--- config.mk ---
export PLATFORM = sky130hd
export DESIGN_NAME = telnet_iac_stream_filter_flat
export DESIGN_NICKNAME = d
export VERILOG_FILES = /design/src/rtl/tisf_pkg.sv /design/src/rtl/tisf_if.sv /design/src/rtl/tisf_decode.sv /design/src/rtl/tisf_out_reg.sv /design/src/rtl/telnet_iac_stream_filter.sv /design/src/flat_wrapper.sv
export SDC_FILE = /design/constraint.sdc
export NUM_CORES = 1
export LEC_CHECK = 0
export ABC_CLOCK_PERIOD_IN_PS = 2500
export BUFFER_PORTS_ARGS = -buffer_cell sky130_fd_sc_hd__buf_2
export CAP_MARGIN = 20
export CORE_MARGIN = 1
export CORE_UTILIZATION = 48
export CTS_CLUSTER_DIAMETER = 120
export DETAILED_ROUTE_END_ITERATION = 6
export PLACE_DENSITY = 0.8
export SLEW_MARGIN = 10
export SYNTH_ARGS = -nofsm -noshare
export SYNTH_HDL_FRONTEND = slang
export SYNTH_SLANG_ARGS = --single-unit
export TNS_END_PERCENT = 1
--- constraint.sdc ---
create_clock -name clk -period 2.5 [get_ports clk]
set_input_delay 0.625 -clock clk [delete_from_list [all_inputs] [get_ports clk]]
set_output_delay 0.625 -clock clk [all_outputs]
set_load 0.01 [all_outputs]
--- src/rtl/tisf_pkg.sv ---
// ----------------------------------------------------------------------------
// tisf_pkg
// telnet command filter: codes, parser phases and result type
// ----------------------------------------------------------------------------
package tisf_pkg;

  localparam logic [7:0] CodeIac     = 8'hFF;
  localparam logic [7:0] CodeWill    = 8'hFB;
  localparam logic [7:0] CodeGa      = 8'hF9;
  localparam logic [7:0] CodeSe      = 8'hF0;
  localparam logic [7:0] OptEcho     = 8'h01;
  localparam logic [7:0] CharNul     = 8'h00;
  localparam logic [7:0] CharNewline = 8'h0A;

  typedef enum logic [2:0] {
    PH_NORMAL  = 3'd0,
    PH_CMD     = 3'd1,
    PH_WILLOPT = 3'd2,
    PH_OPT     = 3'd3,
    PH_WAITNUL = 3'd4
  } phase_t;

  typedef struct packed {
    logic       data_valid;
    logic [7:0] out_byte;
    logic       event_valid;
    logic       hide_input;
  } result_t;

endpackage

--- src/rtl/tisf_if.sv ---
// ----------------------------------------------------------------------------
// tisf_in_if / tisf_out_if
// valid/ready channels for received bytes and filtered results
// ----------------------------------------------------------------------------
interface tisf_in_if;
  logic       valid;
  logic       ready;
  logic [7:0] in_byte;

  modport source (output valid, output in_byte, input ready);
  modport sink   (input valid, input in_byte, output ready);
endinterface

interface tisf_out_if;
  logic       valid;
  logic       ready;
  logic       data_valid;
  logic [7:0] out_byte;
  logic       event_valid;
  logic       hide_input;

  modport source (output valid, output data_valid, output out_byte,
                  output event_valid, output hide_input, input ready);
  modport sink   (input valid, input data_valid, input out_byte,
                  input event_valid, input hide_input, output ready);
endinterface

--- src/rtl/tisf_decode.sv ---
// ----------------------------------------------------------------------------
// tisf_decode
// one parser step: byte, phase and echo flag in; next state and result out
// ----------------------------------------------------------------------------
module tisf_decode (
  input  logic             [7:0] byte_i,
  input  tisf_pkg::phase_t       phase_i,
  input  logic                   hidden_i,
  output tisf_pkg::phase_t       phase_o,
  output logic                   hidden_o,
  output tisf_pkg::result_t      res_o,
  output logic                   has_res_o
);

  logic fresh;
  logic show;

  always_comb begin
    phase_o  = tisf_pkg::PH_NORMAL;
    hidden_o = hidden_i;
    res_o    = '0;
    fresh    = 1'b0;
    show     = 1'b0;

    case (phase_i)
      tisf_pkg::PH_CMD: begin
        show = (byte_i != tisf_pkg::CodeWill);
        if (byte_i == tisf_pkg::CodeWill) begin
          phase_o = tisf_pkg::PH_WILLOPT;
        end else if (byte_i == tisf_pkg::CodeIac) begin
          res_o.data_valid = 1'b1;
          res_o.out_byte   = tisf_pkg::CodeIac;
        end else if (byte_i > tisf_pkg::CodeWill) begin
          phase_o = tisf_pkg::PH_OPT;
        end else if (byte_i == tisf_pkg::CodeGa) begin
          res_o.data_valid = 1'b1;
          res_o.out_byte   = tisf_pkg::CharNewline;
        end else if (byte_i < tisf_pkg::CodeSe) begin
          fresh = 1'b1;
        end
      end
      tisf_pkg::PH_WILLOPT: begin
        if (byte_i == tisf_pkg::OptEcho) begin
          phase_o = tisf_pkg::PH_WAITNUL;
        end else begin
          show = 1'b1;
        end
      end
      tisf_pkg::PH_OPT: begin
        phase_o = tisf_pkg::PH_NORMAL;
      end
      tisf_pkg::PH_WAITNUL: begin
        if (byte_i == tisf_pkg::CharNul) begin
          hidden_o          = 1'b1;
          res_o.event_valid = 1'b1;
          res_o.hide_input  = 1'b1;
        end else begin
          show  = 1'b1;
          fresh = 1'b1;
        end
      end
      default: begin
        fresh = 1'b1;
      end
    endcase

    // show event only when the flag was set
    if (show && hidden_i) begin
      hidden_o          = 1'b0;
      res_o.event_valid = 1'b1;
      res_o.hide_input  = 1'b0;
    end

    if (fresh) begin
      if (byte_i == tisf_pkg::CodeIac) begin
        phase_o = tisf_pkg::PH_CMD;
      end else if (byte_i != tisf_pkg::CharNul) begin
        res_o.data_valid = 1'b1;
        res_o.out_byte   = byte_i;
      end
    end

    has_res_o = res_o.data_valid | res_o.event_valid;
  end

endmodule

--- src/rtl/tisf_out_reg.sv ---
// ----------------------------------------------------------------------------
// tisf_out_reg
// result register towards the output channel
// ----------------------------------------------------------------------------
module tisf_out_reg (
  input  logic                  clk,
  input  logic                  rst_n,
  input  logic                  load_i,
  input  tisf_pkg::result_t     res_i,
  output logic                  free_o,
  tisf_out_if.source            out_ch
);

  logic              valid_r;
  logic              valid_nxt;
  tisf_pkg::result_t res_r;

  assign free_o    = !valid_r || out_ch.ready;
  assign valid_nxt = load_i || (valid_r && !out_ch.ready);

  always_ff @(posedge clk) begin
    if (!rst_n) begin
      valid_r <= 1'b0;
    end else begin
      valid_r <= valid_nxt;
    end
  end

  always_ff @(posedge clk) begin
    if (load_i) begin
      res_r <= res_i;
    end
  end

  assign out_ch.valid       = valid_r;
  assign out_ch.data_valid  = res_r.data_valid;
  assign out_ch.out_byte    = res_r.out_byte;
  assign out_ch.event_valid = res_r.event_valid;
  assign out_ch.hide_input  = res_r.hide_input;

endmodule

--- src/rtl/telnet_iac_stream_filter.sv ---
// ----------------------------------------------------------------------------
// telnet_iac_stream_filter
// strips telnet commands from a received byte stream
// ----------------------------------------------------------------------------
//  channel   dir  payload                                          role
//  in_ch     in   in_byte[7:0]                                     raw received beat
//  out_ch    out  data_valid, out_byte[7:0], event_valid, hide_input  filtered result
//
//  one beat a cycle while out_ch does not stall: input register, one step of parse logic,
//  result register; beats with no result vanish
//  rst_n synchronous: parser back to normal data phase, input line visible
//  a stall on out_ch holds the result register and backs up into in_ch.ready
// ----------------------------------------------------------------------------
module telnet_iac_stream_filter (
  input  logic       clk,
  input  logic       rst_n,
  tisf_in_if.sink    in_ch,
  tisf_out_if.source out_ch
);

  logic              in_valid_r;
  logic              in_valid_nxt;
  logic [7:0]        in_byte_r;
  tisf_pkg::phase_t  phase_r;
  tisf_pkg::phase_t  phase_nxt;
  logic              hidden_r;
  logic              hidden_nxt;
  tisf_pkg::result_t res;
  logic              has_res;
  logic              out_free;
  logic              advance;
  logic              in_fire;

  tisf_decode u_decode (
    .byte_i    (in_byte_r),
    .phase_i   (phase_r),
    .hidden_i  (hidden_r),
    .phase_o   (phase_nxt),
    .hidden_o  (hidden_nxt),
    .res_o     (res),
    .has_res_o (has_res)
  );

  assign advance      = in_valid_r && (!has_res || out_free);
  assign in_ch.ready  = !in_valid_r || advance;
  assign in_fire      = in_ch.valid && in_ch.ready;
  assign in_valid_nxt = in_fire || (in_valid_r && !advance);

  always_ff @(posedge clk) begin
    if (!rst_n) begin
      in_valid_r <= 1'b0;
      phase_r    <= tisf_pkg::PH_NORMAL;
      hidden_r   <= 1'b0;
    end else begin
      in_valid_r <= in_valid_nxt;
      if (advance) begin
        phase_r  <= phase_nxt;
        hidden_r <= hidden_nxt;
      end
    end
  end

  always_ff @(posedge clk) begin
    if (in_fire) begin
      in_byte_r <= in_ch.in_byte;
    end
  end

  tisf_out_reg u_out_reg (
    .clk    (clk),
    .rst_n  (rst_n),
    .load_i (advance && has_res),
    .res_i  (res),
    .free_o (out_free),
    .out_ch (out_ch)
  );

endmodule

--- src/flat_wrapper.sv ---
// flat-port wrapper written by rule: the top's interface ports become plain ports
module telnet_iac_stream_filter_flat 
  (clk, rst_n, in_ch_valid, in_ch_in_byte, in_ch_ready, out_ch_valid, out_ch_data_valid, out_ch_out_byte, out_ch_event_valid, out_ch_hide_input, out_ch_ready);
  tisf_in_if in_ch_i ();
  tisf_out_if out_ch_i ();
  input  logic clk;
  input  logic rst_n;
  input wire logic [$bits(in_ch_i.valid)-1:0] in_ch_valid;
  input wire logic [$bits(in_ch_i.in_byte)-1:0] in_ch_in_byte;
  output wire logic [$bits(in_ch_i.ready)-1:0] in_ch_ready;
  output wire logic [$bits(out_ch_i.valid)-1:0] out_ch_valid;
  output wire logic [$bits(out_ch_i.data_valid)-1:0] out_ch_data_valid;
  output wire logic [$bits(out_ch_i.out_byte)-1:0] out_ch_out_byte;
  output wire logic [$bits(out_ch_i.event_valid)-1:0] out_ch_event_valid;
  output wire logic [$bits(out_ch_i.hide_input)-1:0] out_ch_hide_input;
  input wire logic [$bits(out_ch_i.ready)-1:0] out_ch_ready;
  assign in_ch_i.valid = in_ch_valid;
  assign in_ch_i.in_byte = in_ch_in_byte;
  assign in_ch_ready = in_ch_i.ready;
  assign out_ch_valid = out_ch_i.valid;
  assign out_ch_data_valid = out_ch_i.data_valid;
  assign out_ch_out_byte = out_ch_i.out_byte;
  assign out_ch_event_valid = out_ch_i.event_valid;
  assign out_ch_hide_input = out_ch_i.hide_input;
  assign out_ch_i.ready = out_ch_ready;
  telnet_iac_stream_filter u_core (.clk(clk), .rst_n(rst_n), .in_ch(in_ch_i), .out_ch(out_ch_i));
endmodule
==> results.cfg, run 1 <==
[run_status]
outcome = finished with violations
violations = setup timing

[placement]
dp_hpwl_um = 1940
pre_cts_ws_ns = -0.0810
port_buffers = 24
gp_congestion = 0.863

[pwr]
p_comb_frac = 0.113
p_clk_frac = 0.247
p_per_area_mw_per_mm2 = 460
ir_drop_mv = 0.416
total_power_w = 0.000744
netSwitchingFraction = 0.238
p_switching_w = 0.000177
intPower_w = 0.000568
leakage_nw = 0.661
seqPwrFrac = 0.640

[yosys]
synth_cell_type_count = 40
yosysWarnings = 0
ys_ff_latch = 25
netlist_instances = 103
synthesis.nets = 115
synth_edf_count = 19
ys_seq_area_frac = 0.564
syn_area_per_cell_um2 = 11.9
synth_ff_type = edfxtp_1
synth_area_mm2 = 0.00122
async_flop_share = 0

[setup_path]
worstPathMaxFanout = 5
path_class = reg -> out
r2r_end = u_core.u_out_reg.out_ch.data_valid$_DFFE_PP_
cpMaxStageDelayCell = edfxtp_1
r2r-start = u_core.in_byte_r[2]$_DFFE_PP_
crit_path_start_kind = flop
arrival_ns = 2.19
rrSetupSlack_ns = -0.07
cp_slowest_stage_delay_ns = 0.49
r2r_cells = 7
cp_common_cell = buf_4
crit_path_end_kind = primary output
crit_chain = buf_4 -> buf_4 -> xnor2_1 -> nand4_1 -> o31a_2 -> and3_4 -> or2_1 -> buf_2
crit_required_ns = 1.88

[routing]
drt-wirelength-per-cell_um = 16.0
drt.antenna.violating_nets = 0
first_iter_violations = 36
first_pass_iters = 4
drc = 0
vias = 1068
vias_per_cell = 5.93
wl_um = 2890

[timing]
min_period_over_period = 1.13
fmax_mhz = 355
skew_ns = 0.00275
setup_violations = 13
rsz0062_at_grt = yes
drv_slew = 0
hold_viol = 0
relSlewSlack = 0.398
hold_ws_ns = 0.464
tightest_slew_ns = 0.900
tns_ns = -1.13
fin_ws_ns = -0.319
finalCriticalPeriod_ns = 2.82

[die]
die_w_um = 52.5
die_area_mm2 = 0.00276
die_y_um = 52.5
ios = 25
num_rows = 17
start_util = 0.533
core_area_mm2 = 0.00230

[clock_tree]
clockBufferDepth = 2
clkLatencyLatePin_ns = 0.32
cts_tree = done
clock-sinks = 25
clock-root-buffer = clkbuf_4
h-tree-depth = 1
numCtsBuffers = 3
clk_pin_slew_ns = 0.14

[layout]
syn_to_final_growth_pct = 32.3
antenna_cells = 0
drive_gt1_frac = 0.447
final_nets = 165
postLayoutCoreUtil = 0.705

[flow_run]
max_cap_violations = 0

[hold_path]
whs_path_depth = 1
hold_start = in_ch_in_byte[5]
min_delay_worst_endpoint = u_core.in_byte_r[5]$_DFFE_PP_
hold_path_class = in -> reg

[global_route]
track_usage = 0.241
grt_pass1_wl_um = 4730
grt_pass1_vias = 1016
globalRouteOverflowTotal = 0
grt_start_max_net_pins = 16
antenna_found_initial = 0
==> flip-flops by register name, indices dropped and copies added, names as in the netlist <==
register / cells
u_core.u_out_reg.out_ch.data_valid: 1
u_core.in_valid_r: 1
u_core.u_out_reg.out_ch.hide_input: 1
u_core.u_out_reg.out_ch.event_valid: 1
u_core.u_out_reg.out_ch.out_byte: 8
u_core.hidden_r: 1
u_core.phase_r: 3
u_core.in_byte_r: 8
u_core.u_out_reg.out_ch.valid: 1
==> power by group through the flow <==
stage          Combinational [W]  Sequential (W)  Clock [W]
2_1_floorplan          0.0000369        0.000490          0
3_3_place_gp           0.0000725        0.000484          0
3_5_place_dp           0.0000755        0.000486          0
4_1_cts                0.0000784        0.000476   0.000187
5_1_grt                0.0000906        0.000479   0.000206
6_report               0.0000839        0.000476   0.000184
==> worst max-delay path: cells and delay by family, from the launching register on <==
kind	cells	cell delay (ns)
simple gates	3	0.58
flops	1	0.49
buf+inv	3	0.46
compound gates	1	0.17
xor+xnor	1	0.16
==> stage by stage <==
stage	cell area (um2)	std cells
finish	1620	180
global route	1620	180
CTS	1580	178
detailed placement	1450	165
global placement	1450	165
floorplan	1220	103
==> kinds of logic after synthesis <==
logic type,count (synthesis),share of synthesized area
simple gates,44,0.226
flops,25,0.564
compound gates,22,0.137
buf+inv,7,0.0337
mux,3,0.0245
xor+xnor,2,0.0143
==> layout by cell type, fill, tap and decap left out, types with 3 or more instances in the layout <==
cell type	synthesis	final
a21o_1	6	6
buf_2	0	24
buf_4	0	16
buf_6	2	8
clkbuf_4	0	3
dfxtp_1	6	6
edfxtp_1	19	19
inv_1	4	4
mux2i_1	3	3
nand2_1	10	10
nand2b_1	3	3
nand4_1	4	4
nor2_1	6	6
o21ai_0	6	6
==> what timing repair did <==
action | 4_1_cts | 5_1_grt
endpoints found under the setup margin | 12 | 21
gates cloned | 0 | 0
pin swaps | 4 | 1
setup buffers | 9 | 2
hold buffers | 0 | 0
resized for setup | 8 | 5
==> per-layer routing <==
metal	share of wire	wire, um	global-route usage
met2	0.52	1500	0.397
met1	0.38	1090	0.296
met5	0	0	0
met3	0.064	185	0.0348
met4	0.040	116	0.145
==> cells in the mapped netlist (2+ instances only) <==
master	instances	area, um2
nand4_1	4	25.0
dfxtp_1	6	120
edfxtp_1	19	571
mux2i_1	3	30.0
xnor2_1	2	17.5
nand3_1	3	15.0
nor2_1	6	22.5
nand2b_1	3	18.8
o21ai_0	6	30.0
buf_6	2	22.5
a21o_1	6	45.0
inv_1	4	15.0
a21oi_1	2	10.0
o21a_1	2	15.0
nand2_1	10	37.5
==> cell type report <==
type,count,area [um2]
inverter,4,15.0
fill,157,678
clock inverter,1,7.51
multi-input combinational,71,518
timing repair buffer,48,330
tap,28,35.0
sequential,25,691
clock buffer,3,22.5
==> worst max path at each step <==
| stage | cells after the start | end | slack (ns) | from |
|---|---|---|---|---|
| floorplan | 5 | u_core.u_out_reg.out_ch.data_valid$_DFFE_PP_ | 0.14 | u_core.in_byte_r[1]$_DFFE_PP_ |
| global placement | 5 | u_core.u_out_reg.out_ch.out_byte[7]$_DFFE_PP_ | 0.07 | u_core.in_byte_r[7]$_DFFE_PP_ |
| detailed placement | 5 | u_core.u_out_reg.out_ch.out_byte[2]$_DFFE_PP_ | -0.08 | u_core.in_byte_r[7]$_DFFE_PP_ |
| CTS | 6 | in_ch_ready | -0.31 | u_core.in_byte_r[2]$_DFFE_PP_ |
| global route | 7 | in_ch_ready | -0.46 | u_core.in_byte_r[5]$_DFFE_PP_ |
| finish | 8 | in_ch_ready | -0.32 | u_core.in_byte_r[2]$_DFFE_PP_ |
Note: power is estimated with default switching activity, not from simulation.
==> run 2: changes to the inputs <==
--- a/config.mk
+++ b/config.mk
@@ -13,6 +13,7 @@
 export CTS_CLUSTER_DIAMETER = 120
 export DETAILED_ROUTE_END_ITERATION = 6
 export PLACE_DENSITY = 0.8
+export REMOVE_ABC_BUFFERS = 1
 export SLEW_MARGIN = 10
 export SYNTH_ARGS = -nofsm -noshare
 export SYNTH_HDL_FRONTEND = slang
==> constraint.sdc (replaced) <==
create_clock -name clk -period 2.5 [get_ports clk]
set_input_delay 0.125 -clock clk [delete_from_list [all_inputs] [get_ports clk]]
set_output_delay 0.125 -clock clk [all_outputs]
set_load 0.01 [all_outputs]
==> run 2 against run 1 <==
  * The run now ends clean
  * Clock skew rose by 0.0070 ns
  * Largest power group unchanged
  * Setup slack improved by 0.40 ns
  * Sequential power barely moved
  * Wire length fell by 16%
  * Total power fell by 1.3%
  * Clock power fell by 3%
  * Core utilization fell by 4.5 points
  * Register-to-register slack improved by 0.31 ns
  * Via count fell by 9.9%
==> results.cfg, run 2 (synthesized netlist as in run 1, its figures left out) <==
[run_status]
outcome = complete, no violations

[global_route]
antenna_found_initial = 0
grt_pass1_wl_um = 3910
globalRouteOverflowTotal = 0
grt_pass1_vias = 884
track_usage = 0.198
grt_start_max_net_pins = 14

[routing]
vias = 962
vias_per_cell = 5.69
wl_um = 2430
first_iter_violations = 33
drt.antenna.violating_nets = 0
drc = 0
first_pass_iters = 4
drt-wirelength-per-cell_um = 14.4

[die]
ios = 25
die_w_um = 52.5
start_util = 0.533
core_area_mm2 = 0.00230
die_area_mm2 = 0.00276
die_y_um = 52.5
num_rows = 17

[placement]
pre_cts_ws_ns = 0.0367
dp_hpwl_um = 1820
place_area_mm2 = 0.00139
port_buffers = 24
gp_congestion = 0.823

[clock_tree]
post-cts-setup-buffer-count = 0
clk_pin_slew_ns = 0.13
clockBufferDepth = 2
cts_tree = done
clock-root-buffer = clkbuf_4
numCtsBuffers = 3
h-tree-depth = 1
clkLatencyLatePin_ns = 0.32
clock-sinks = 25

[setup_path]
path_class = reg -> out
crit_chain = and2_4 -> and4_2 -> o31a_2 -> and3_2 -> or2_1 -> buf_2
crit_required_ns = 2.38
cp_top_family = simple AND/OR/NAND/NOR gates
cpMaxStageDelayCell = edfxtp_1
crit_path_end_kind = primary output
worstPathMaxFanout = 6
crit_buf_inv = 1
cp_slowest_stage_delay_ns = 0.53
crit_path_start_kind = flop
arrival_ns = 2.29

[timing]
rsz0062_at_grt = yes
hold_ws_ns = 0.00548
setup_violations = 0
drv_slew = 0
fin_ws_ns = 0.0810
skew_ns = 0.00980
tns_ns = 0
tightest_slew_ns = 0.509
fmax_mhz = 413
hold_viol = 0
relSlewSlack = 0.659
finalCriticalPeriod_ns = 2.42
min_period_over_period = 0.968

[pwr]
leakage_nw = 0.599
p_per_area_mw_per_mm2 = 485
intPower_w = 0.000569
total_power_w = 0.000735
ir_drop_mv = 0.446
netSwitchingFraction = 0.226
p_comb_frac = 0.104
p_switching_w = 0.000166
p_clk_frac = 0.244
seqPwrFrac = 0.652

[layout]
final_area_mm2 = 0.00152
layout_common_cells = 24 x buf_2, 19 x edfxtp_1, 10 x nand2_1, 8 x dlygate4sd3_1
antenna_cells = 0
syn_to_final_growth_pct = 23.8
drive_gt1_frac = 0.326
final_nets = 154
final_common_cell = buf_2

[hold_path]
hold_path_class = in -> reg

[flow_run]
max_cap_violations = 0
run 2: worst paths after layout:
path	endpoint	from	slack [ns]	depth (start not counted)
worst min register to register	u_core.u_out_reg.out_ch.valid$_SDFF_PN0_	u_core.in_valid_r$_SDFF_PN0_	0.53	2
worst max-delay path	in_ch_ready	u_core.in_byte_r[1]$_DFFE_PP_	0.08	6
worst max register to register	u_core.in_byte_r[5]$_DFFE_PP_	u_core.in_byte_r[5]$_DFFE_PP_	0.24	5
worst min-delay path	u_core.in_valid_r$_SDFF_PN0_	in_ch_valid	0.005	3
run 2: cell type report:
type / instances / area [um2]
multi-input combinational: 71 / 510
fill: 179 / 782
timing repair buffer: 37 / 238
sequential: 25 / 691
clock buffer: 4 / 26.3
inverter: 4 / 15.0
tap: 28 / 35.0
run 2: worst min-delay path: stages:
cell and delay [ns]:
buf_2 0.09, nand2_1 0.04, o21ai_0 0.05
run 2: power by group through the flow:
| stage | combinational, W | sequential [W] | clock [W] |
|---|---|---|---|
| finish | 0.0000766 | 0.000479 | 0.000179 |
| global placement | 0.0000646 | 0.000486 | 0 |
| CTS | 0.0000759 | 0.000478 | 0.000179 |
| detailed placement | 0.0000662 | 0.000488 | 0 |
| floorplan | 0.0000286 | 0.000493 | 0 |
| global route | 0.0000836 | 0.000481 | 0.000198 |
run 2: metal layers:
| layer | share of wire | up-vias | GRT usage |
|---|---|---|---|
| met5 | 0 | - | 0 |
| met4 | 0.012 | 0 | 0.0746 |
| met3 | 0.046 | 2 | 0.0348 |
| met2 | 0.51 | 30 | 0.340 |
| met1 | 0.43 | 463 | 0.245 |
| li1 | - | 467 | - |
run 2: what timing repair did:
item | in CTS | in global routing
setup endpoints to repair | 0 | 9
resized for setup | 0 | 3
hold endpoints to repair | 8 | 0
hold buffers | 8 | 0
run 2: through the flow:
step	std cells	utilization
finish	169	0.660
global route	169	0.660
CTS	169	0.651
detailed placement	157	0.605
global placement	157	0.605
floorplan	100	-
==> run 3: changes to the inputs <==
--- a/config.mk
+++ b/config.mk
@@ -9,10 +9,10 @@
 export BUFFER_PORTS_ARGS = -buffer_cell sky130_fd_sc_hd__buf_2
 export CAP_MARGIN = 20
 export CORE_MARGIN = 1
-export CORE_UTILIZATION = 48
+export CORE_UTILIZATION = 45
 export CTS_CLUSTER_DIAMETER = 120
 export DETAILED_ROUTE_END_ITERATION = 6
-export PLACE_DENSITY = 0.8
+export PLACE_DENSITY = 0.76
 export REMOVE_ABC_BUFFERS = 1
 export SLEW_MARGIN = 10
 export SYNTH_ARGS = -nofsm -noshare
==> run 3 against run 2 <==
  * Flip-flop and latch count unchanged
  * Non-clock buffer count unchanged
  * Setup slack better by 0.019 ns
  * Clock-buffer cell count unchanged
  * Maximum frequency up 0.79%
  * First-iteration DRC count down 42%
  * Register-to-register slack about the same
  * Clock skew down 0.0052 ns
  * Sequential share of layout area down 0.075 points
  * Critical path type unchanged
  * Largest cell class unchanged
  * Highest routed layer unchanged
==> results.cfg, run 3 (synthesized netlist as in run 1, its figures left out) <==
[run_status]
outcome = complete, no violations

[global_route]
antenna_found_initial = 0
grt_pass1_wl_um = 3750
globalRouteOverflowTotal = 0
grt_start_max_net_pins = 14
track_usage = 0.181
grt_pass1_vias = 878

[layout]
multi_input_area_um2 = 510
final_common_cell = buf_2
layout_common_cells = 24 x buf_2, 19 x edfxtp_1, 10 x nand2_1, 8 x dlygate4sd3_1
antenna_cells = 0
syn_to_final_growth_pct = 24.0
final_nets = 154
final_area_mm2 = 0.00152
seq_area_um2 = 691
drive_gt1_frac = 0.326
fillers = 201

[timing]
fmax_mhz = 417
drv_slew = 0
setup_violations = 0
rsz0062_at_grt = no
skew_ns = 0.00456
relSlewSlack = 0.696
tns_ns = 0
min_period_over_period = 0.960
fin_ws_ns = 0.0999
finalCriticalPeriod_ns = 2.40
hold_viol = 0
tightest_slew_ns = 0.454

[pwr]
netSwitchingFraction = 0.222
ir_drop_mv = 0.318
p_comb_frac = 0.104
p_per_area_mw_per_mm2 = 481
seqPwrFrac = 0.655
p_clk_frac = 0.241
leakage_nw = 0.599
intPower_w = 0.000569
p_switching_w = 0.000162

[setup_path]
crit_chain = and2_4 -> and4_2 -> o31a_2 -> and3_2 -> or2_1 -> buf_2
crit_path_end_kind = primary output
r2r-start = u_core.in_byte_r[1]$_DFFE_PP_
crit_start = u_core.in_byte_r[1]$_DFFE_PP_
arrival_ns = 2.28
crit_path_start_kind = flop
worstPathMaxFanout = 6
path_class = reg -> out
cp_slowest_stage_delay_ns = 0.53
crit_required_ns = 2.38
cpMaxStageDelayCell = edfxtp_1

[die]
die_area_mm2 = 0.00293
num_rows = 18
start_util = 0.485
die_w_um = 54.1
die_y_um = 54.1
core_area_mm2 = 0.00252
ios = 25

[clock_tree]
clk_pin_slew_ns = 0.12
clock-sinks = 25
clkLatencyLatePin_ns = 0.32
clockBufferDepth = 2
numCtsBuffers = 3
post-cts-setup-buffer-count = 0
cts_tree = done
h-tree-depth = 1
clock-root-buffer = clkbuf_4

[routing]
detailroute.wirelength.met2_um = 1090
drt.antenna.violating_nets = 0
top_layer = met4
met3WireLength_um = 129
vias_per_cell = 5.58
first_iter_violations = 19
drt-met1-wl_um = 945
drc = 0
vias = 955
wl_um = 2220
first_pass_iters = 5
drt-wirelength-per-cell_um = 13.0

[placement]
gp_congestion = 0.869
pre_cts_ws_ns = 0.159
place_area_mm2 = 0.00139
dp_hpwl_um = 1580
port_buffers = 24

[flow_run]
max_cap_violations = 0

[hold_path]
hold_start = in_ch_valid
hold_path_class = in -> reg
-- run 3: cell counts in the layout (fill, tap and decap cells not counted) --
Identical to the previous run, type by type.
-- run 3: layout make-up --
class                           count  share of cell area
Inverter                            4             0.00989
Clock buffer                        4              0.0173
Tap cell                           30              0.0247
Sequential cell                    25               0.455
Multi-Input combinational cell     71               0.336
Timing Repair Buffer               37               0.157
-- run 3: timing repair --
action | CTS | global route
gates resized for setup | 0 | 3
endpoints found under the setup margin | 0 | 9
hold buffers | 8 | 0
hold endpoints to repair | 8 | 0
-- run 3: final timing paths --
kind / end / cells after the start / slack, ns
setup / recovery: in_ch_ready / 6 / 0.1
hold reg to reg: u_core.in_valid_r$_SDFF_PN0_ / 2 / 0.54
hold / removal: u_core.in_valid_r$_SDFF_PN0_ / 3 / 0.05
setup reg to reg: u_core.in_byte_r[5]$_DFFE_PP_ / 5 / 0.25
-- run 3: critical path: cells and delay by family, from the launching register on --
family,cells,cell delay [ns]
buffers and inverters,1,0.14
AOI/OAI and AO/OA,1,0.37
and+or+nand+nor,4,0.93
DFF,1,0.53
-- run 3: stage by stage --
step	cells	hold WS [ns]	power, W	util
floorplan	100	0.224	0.000522	-
global placement	159	0.302	0.000551	0.552
detailed placement	159	0.303	0.000553	0.552
CTS	171	0.0242	0.000737	0.594
global route	171	0.0674	0.000764	0.602
finish	171	0.0460	0.000731	0.602
-- run 3: per-layer routing --
metal,GRT usage,vias to the layer above
li1,-,465
met1,0.228,441
met2,0.291,42
met3,0.0254,7
met4,0.107,0
met5,0,-
-- run 3: power groups by stage --
stage,clock network (W),registers (W),logic (W)
after floorplan,0,0.000493,0.0000286
after global placement,0,0.000486,0.0000647
after detailed placement,0,0.000487,0.0000657
after CTS,0.000184,0.000478,0.0000757
after global routing,0.000198,0.000481,0.0000843
final,0.000176,0.000478,0.0000763
